### config.mk
export PLATFORM = sky130hd
export DESIGN_NAME = partial_body_length_deframer_unit
export DESIGN_NICKNAME = d
export VERILOG_FILES = /design/src/hdl/pbld_pkg.sv /design/src/hdl/pbld_parser.sv /design/src/hdl/partial_body_length_deframer_unit.sv
export SDC_FILE = /design/constraint.sdc
export NUM_CORES = 1
export LEC_CHECK = 0
export BUFFER_PORTS_ARGS = -buffer_cell sky130_fd_sc_hd__buf_2
export CAP_MARGIN = 25
export CELL_PAD_IN_SITES_DETAIL_PLACEMENT = 1
export CELL_PAD_IN_SITES_GLOBAL_PLACEMENT = 1
export CORE_MARGIN = 5
export CORE_UTILIZATION = 32
export CTS_CLUSTER_SIZE = 10
export DETAILED_ROUTE_END_ITERATION = 8
export GPL_TIMING_DRIVEN = 1
export HOLD_SLACK_MARGIN = 0.08
export PLACE_DENSITY_LB_ADDON = 0.1
export SETUP_SLACK_MARGIN = 0.5
export SLEW_MARGIN = 0
export SYNTH_ARGS = -nofsm -noshare
export SYNTH_HDL_FRONTEND = slang
export SYNTH_HIERARCHICAL = 1
export SYNTH_SLANG_ARGS = --single-unit
### constraint.sdc
create_clock -name clk -period 7 [get_ports clk]
set_input_delay 0.35 -clock clk [delete_from_list [all_inputs] [get_ports clk]]
set_output_delay 0.35 -clock clk [all_outputs]
set_load 0.005 [all_outputs]
### src/hdl/pbld_pkg.sv
// Package for the partial body length deframer.
// Holds the transaction types, deframer state record and length header constants.
// No dependencies.
`default_nettype none

package pbld_pkg;

	localparam logic [7:0] LEN_TWO_BYTE_BASE  = 8'd192;
	localparam logic [7:0] LEN_PARTIAL_BASE   = 8'd224;
	localparam logic [7:0] LEN_FIVE_BYTE_MARK = 8'd255;
	localparam logic [2:0] HDR_LAST_POS       = 3'd5;

	typedef enum logic [1:0] {
		KIND_NONE = 2'd0,
		KIND_TWO  = 2'd1,
		KIND_FIVE = 2'd2
	} pbld_kind_t;

	typedef struct packed {
		logic [7:0] in_byte;
		logic       stream_end;
	} pbld_in_t;

	typedef struct packed {
		logic [7:0] out_byte;
		logic       is_payload;
		logic       body_end;
		logic       error_flag;
	} pbld_out_t;

	typedef struct packed {
		logic [2:0]  header_position;
		logic [31:0] remaining_count;
		logic        chunk_is_final;
		pbld_kind_t  header_kind;
		logic        body_open;
	} pbld_state_t;

endpackage

`default_nettype wire

### src/hdl/pbld_parser.sv
// Next-state and result logic of the deframer for one stream transaction.
// Depends on pbld_pkg.
`default_nettype none

module pbld_parser (
	input  pbld_pkg::pbld_state_t st,
	input  pbld_pkg::pbld_in_t    item,
	output pbld_pkg::pbld_state_t nxt,
	output logic                  emit,
	output pbld_pkg::pbld_out_t   res
);
	import pbld_pkg::*;

	logic [7:0]  c;
	logic        fin;
	logic [31:0] fin_len;
	logic [31:0] rem_dec;
	logic [31:0] five_len;
	logic [2:0]  pos_inc;
	logic        last;

	assign c        = item.in_byte;
	assign rem_dec  = st.remaining_count - 32'd1;
	assign five_len = {st.remaining_count[23:0], c};
	assign pos_inc  = st.header_position + 3'd1;
	assign last     = (rem_dec == 32'd0) && st.chunk_is_final;

	always_comb begin
		nxt     = st;
		emit    = 1'b0;
		res     = '0;
		fin     = 1'b0;
		fin_len = '0;
		if (item.stream_end) begin
			if (st.header_position != 3'd0 || st.remaining_count != 32'd0 || st.body_open) begin
				nxt            = '0;
				emit           = 1'b1;
				res.error_flag = 1'b1;
			end
		end else if (st.header_position == 3'd0 && st.remaining_count != 32'd0) begin
			nxt.remaining_count = rem_dec;
			if (last) begin
				nxt.chunk_is_final = 1'b0;
				nxt.body_open      = 1'b0;
			end
			emit           = 1'b1;
			res.out_byte   = c;
			res.is_payload = 1'b1;
			res.body_end   = last;
		end else if (st.header_position == 3'd0) begin
			nxt.body_open = 1'b1;
			if (c < LEN_TWO_BYTE_BASE) begin
				fin     = 1'b1;
				fin_len = {24'd0, c};
			end else if (c < LEN_PARTIAL_BASE) begin
				nxt.remaining_count = {19'd0, c[4:0], 8'd0};
				nxt.header_kind     = KIND_TWO;
				nxt.header_position = 3'd1;
			end else if (c == LEN_FIVE_BYTE_MARK) begin
				nxt.remaining_count = '0;
				nxt.header_kind     = KIND_FIVE;
				nxt.header_position = 3'd1;
			end else begin
				nxt.remaining_count = 32'd1 << c[4:0];
				nxt.chunk_is_final  = 1'b0;
			end
		end else begin
			case (st.header_kind)
				KIND_TWO: begin
					fin     = 1'b1;
					fin_len = st.remaining_count + {23'd0, {1'b0, c} + 9'(LEN_TWO_BYTE_BASE)};
				end
				KIND_FIVE: begin
					nxt.header_position = pos_inc;
					if (pos_inc >= HDR_LAST_POS) begin
						fin     = 1'b1;
						fin_len = five_len;
					end else begin
						nxt.remaining_count = five_len;
					end
				end
				default: begin
					nxt.header_position = '0;
					nxt.header_kind     = KIND_NONE;
					nxt.remaining_count = '0;
				end
			endcase
		end
		if (fin) begin
			nxt.header_position = '0;
			nxt.header_kind     = KIND_NONE;
			nxt.remaining_count = fin_len;
			nxt.chunk_is_final  = 1'b1;
			if (fin_len == 32'd0) begin
				nxt.chunk_is_final = 1'b0;
				nxt.body_open      = 1'b0;
				emit               = 1'b1;
				res.body_end       = 1'b1;
			end
		end
	end

endmodule

`default_nettype wire

### src/hdl/partial_body_length_deframer_unit.sv
// Top level of the partial body length deframer: input register, parser, result register.
// Depends on pbld_pkg and pbld_parser.
//
// Takes one stream byte (or an end-of-stream mark) per transaction on the byte channel and
// gives at most one result per transaction on the result channel: a payload byte, a body end
// mark for a zero-length final chunk, or an error when the stream ends inside a body. The
// block sustains one transaction per clock cycle while the result channel does not stall; an
// accepted byte waits in the input register, and the combinational parser step then updates
// the header/chunk state and writes the result register when the result stage advances.
// Backpressure on the result channel holds both registers and drops byte_ready only when
// both are full and the waiting result is not taken.
`default_nettype none

module partial_body_length_deframer_unit (
	input  wire                 clk,
	input  wire                 arst_n,
	input  wire                 byte_valid,
	output logic                byte_ready,
	input  pbld_pkg::pbld_in_t  byte_item,
	output logic                res_valid,
	input  wire                 res_ready,
	output pbld_pkg::pbld_out_t res_item
);
	import pbld_pkg::*;

	logic        valid_s1;
	pbld_in_t    item_s1;
	logic        valid_s2;
	pbld_out_t   res_s2;
	pbld_state_t state_q;
	pbld_state_t state_nxt;
	logic        emit;
	pbld_out_t   res_nxt;
	logic        advance;

	assign advance    = !valid_s2 || res_ready;
	assign byte_ready = !valid_s1 || advance;
	assign res_valid  = valid_s2;
	assign res_item   = res_s2;

	pbld_parser u_parser (
		.st   (state_q),
		.item (item_s1),
		.nxt  (state_nxt),
		.emit (emit),
		.res  (res_nxt)
	);

	always_ff @(posedge clk or negedge arst_n) begin
		if (!arst_n) begin
			valid_s1 <= 1'b0;
			valid_s2 <= 1'b0;
			state_q  <= '0;
		end else begin
			if (byte_ready) begin
				valid_s1 <= byte_valid;
			end
			if (advance) begin
				valid_s2 <= valid_s1 && emit;
				if (valid_s1) begin
					state_q <= state_nxt;
				end
			end
		end
	end

	always_ff @(posedge clk) begin
		if (byte_ready) begin
			item_s1 <= byte_item;
		end
		if (advance) begin
			res_s2 <= res_nxt;
		end
	end

endmodule

`default_nettype wire

==> impl_metrics.toml <==
[die]
initial_core_util_pct = 32.56
die_w_um = 151.0
rows = 51
die_area_um2 = 22790
die_h_um = 151.0
ios = 26
core-area_um2 = 19530

[timing]
fmax_mhz = 203.2
hold_viol_final = 0
slew_headroom_pct = 21.44
skew_ns = 0.008808
fin_crit_ns = 4.922
min_period_over_period_pct = 70.31
hold_slack_ns = 0.1063
fin_ws_ns = 2.078
slew_violations = 0
finalSetupViolations = 0
setup_tns_ns = 0
worst_slew_pin_slew_ns = 1.176
rsz0062_at_grt = "no"

[drt]
vias_per_cell = 6.425
wl_per_cell_um = 28.15
drc_errors = 0
drt_first_pass_iters = 5
drt_wl_total_um = 29500
first_iter_violations = 804
vias = 6733
ant_nets = 0

[global_route]
grtUsageMet1_pct = 36.21
grt_max_degree = 42
gr-total-overflow = 0
gr-usage-all-layers_pct = 26.41
antenna_found_initial = 1
grt_pass1_vias = 6815
top_usage_layer = "met2"
use_met2_pct = 40.81
use_met3_pct = 4.728
grt_pass1_wl_um = 44380

[pwr]
finalPower_uw = 3036
ir_drop_uv = 166.6
powerDensity_nw_per_um2 = 435.9
leakage_uw = 0.002712

[clock_tree]
postCtsResizedCells = 0
clkTransAtPathRegs_ns = 0.06
clock_latency_ns = 0.35
cts_tree = "yes"
cts-root-buf = "clkbuf_16"
clock-sinks = 61
clk_path_buf_depth = 2
cts_buffers = 9
postCtsSetupBuffers = 0
h-tree-depth = 3
holdBufCountCts = 0

[yosys]
avgSynthCellArea_um2 = 8.059
syn-instance-count = 789
ys_seq_elements = 61
async_flop_share_pct = 67.21
ys_seq_area_share_pct = 25.58
netlist.area_leader.share_pct = 16.14
syn-num-nets = 827
synth_ff_type = "dfrtp_1"
syn-cell-area_um2 = 6359
yosys.area.top_type = "dfrtp_1"
synth_cell_types = 77
synth_edf_count = 20
synth_area_leaders = "dfrtp_1 16%, edfxtp_1 9.4%, mux2_2 5.3%"
yosys_warnings = 6

[placement]
dp_hpwl_um = 21430
gp_congestion = 0.9839
place_inst = 1030
post-place-ws_ns = 2.240
port_buffers = 25

[status]
status = "completed"

[worst_setup_path]
cp-startpoint = "item_s1[2]$_DFFE_PP_"
critical_path.slowest_cell = "edfxtp_1"
crit_required_ns = 7.24
slowest_delay_ns = 0.65
r2r-start = "item_s1[2]$_DFFE_PP_"
r2r-end = "state_q[0]$_DFFE_PN0P_"
crit_fanout = 15
critPathArrivalTime_ns = 5.16
reg2regPathDepth = 15
critical_path_class = "flop to flop"
r2r_slack_ns = 2.08
start_kind = "flop"
end_kind = "flop"
path_cells = "ha_1, ha_1, inv_1, fa_1, nand2b_1, a211oi_1, o21ai_1, buf_4, nor4_1, xor2_1, a22oi_1, o31ai_1, nor4_1, nor3_1, mux2_2"

[final_layout]
area_growth_pct = 9.543
drive_above_1_share_pct = 14.94
n_antenna_cell = 0
final_cell_count_no_fill = 1048
layout.nets = 816

[run]
maxCapViolCount = 0

[min_path]
hold_path_class = "primary input to async pin"
state kept, by name, indices dropped and copies added (netlist names):
signal / count
state_q: 39
res_item: 11
item_s1: 9
res_valid: 1
valid_s1: 1
how the worst max path moves through the flow:
stage | slack [ns] | to | cells after the start
2_1_floorplan | 3.22 | state_q[0]$_DFFE_PN0P_ | 16
3_3_place_gp | 2.26 | res_valid$_DFFE_PN0P_ | 16
3_5_place_dp | 2.24 | state_q[0]$_DFFE_PN0P_ | 15
4_1_cts | 2.22 | state_q[0]$_DFFE_PN0P_ | 15
5_1_grt | 1.70 | state_q[0]$_DFFE_PN0P_ | 15
6_report | 2.08 | state_q[0]$_DFFE_PN0P_ | 15
cells by family (layout without fill, tap and decap cells):
logic type	Yosys count	count (layout)	share of synthesized area, %
simple gates	311	311	25.92
compound gates	208	208	22.73
buf+inv	96	90	6.336
flops	61	61	25.58
mux	46	46	8.619
xor+xnor	42	42	5.785
fa+ha+maj	25	25	5.037
cells in the final DEF (no fill, tap or decap), types with 12 or more instances in the layout:
master    count
a221oi_1     12
xnor2_1      25
o21ai_0      37
a21oi_1      38
nor2_1       67
xor2_1       17
nand4_1      15
nor3_1       30
edfxtp_1     20
a22oi_1      24
nand2_1      72
dfrtp_1      41
nand3_1      23
buf_4        15
mux2_2       30
inv_1        30
buf_2        26
ha_1         24
nor4_1       24
synthesized netlist by cell type (all sizes together) (6+ instances only):
library cell   n
a211oi        10
clkbuf        47
nand2b        12
and2          10
inv           31
ha            24
dfrtp         41
and3           7
mux2          40
or3            8
nand2         73
a221oi        12
nand3         24
a21oi         38
nor2          67
nor3          33
a22oi         24
nand4         16
o31ai          7
a222oi         8
nor4          27
o22ai         11
xnor2         25
edfxtp        20
xor2          17
or4           11
o21ai         43
mux2i          6
o21a           9
buf           17
metrics by stage:
step | cell area [um^2] | utilization (%)
2_1_floorplan | 6359 | -
3_3_place_gp | 6638 | 33.99
3_5_place_dp | 6643 | 34.02
4_1_cts | 6953 | 35.61
5_1_grt | 6965 | 35.67
6_report | 6965 | 35.67
area by class of cell:
type                    count  area, um^2
flip-flops and latches     61        1627
clock buffers              10       239.0
repair buffers             42       247.7
well taps                 265       331.6
fillers                  2382       12560
clock inverters             6       71.32
multi-input cells         632        4329
inverters                  32       120.1
worst max-delay path, delay by kind of cell, from the launching register on:
family                     cells  cell delay (ns)
and+or+nand+nor                4             1.01
xor gates and xnor gates       1             0.11
adders and majority gates      3             0.97
DFF                            1             0.65
muxes                          1             0.27
AOI/OAI and AO/OA              4             1.51
buffers and inverters          2             0.28
where the power goes:
part,total [uW],switching [uW],internal (uW)
combinational,1770,1110,661
clock,483,196,288
sequential,780,301,480
per-layer routing:
metal / wire, um / vias up
li1: - / 2934
met1: 12780 / 3401
met2: 13260 / 319
met3: 2236 / 77
met4: 1210 / 2
met5: 13 / -
No activity file was read; power rests on OpenSTA's default activity.
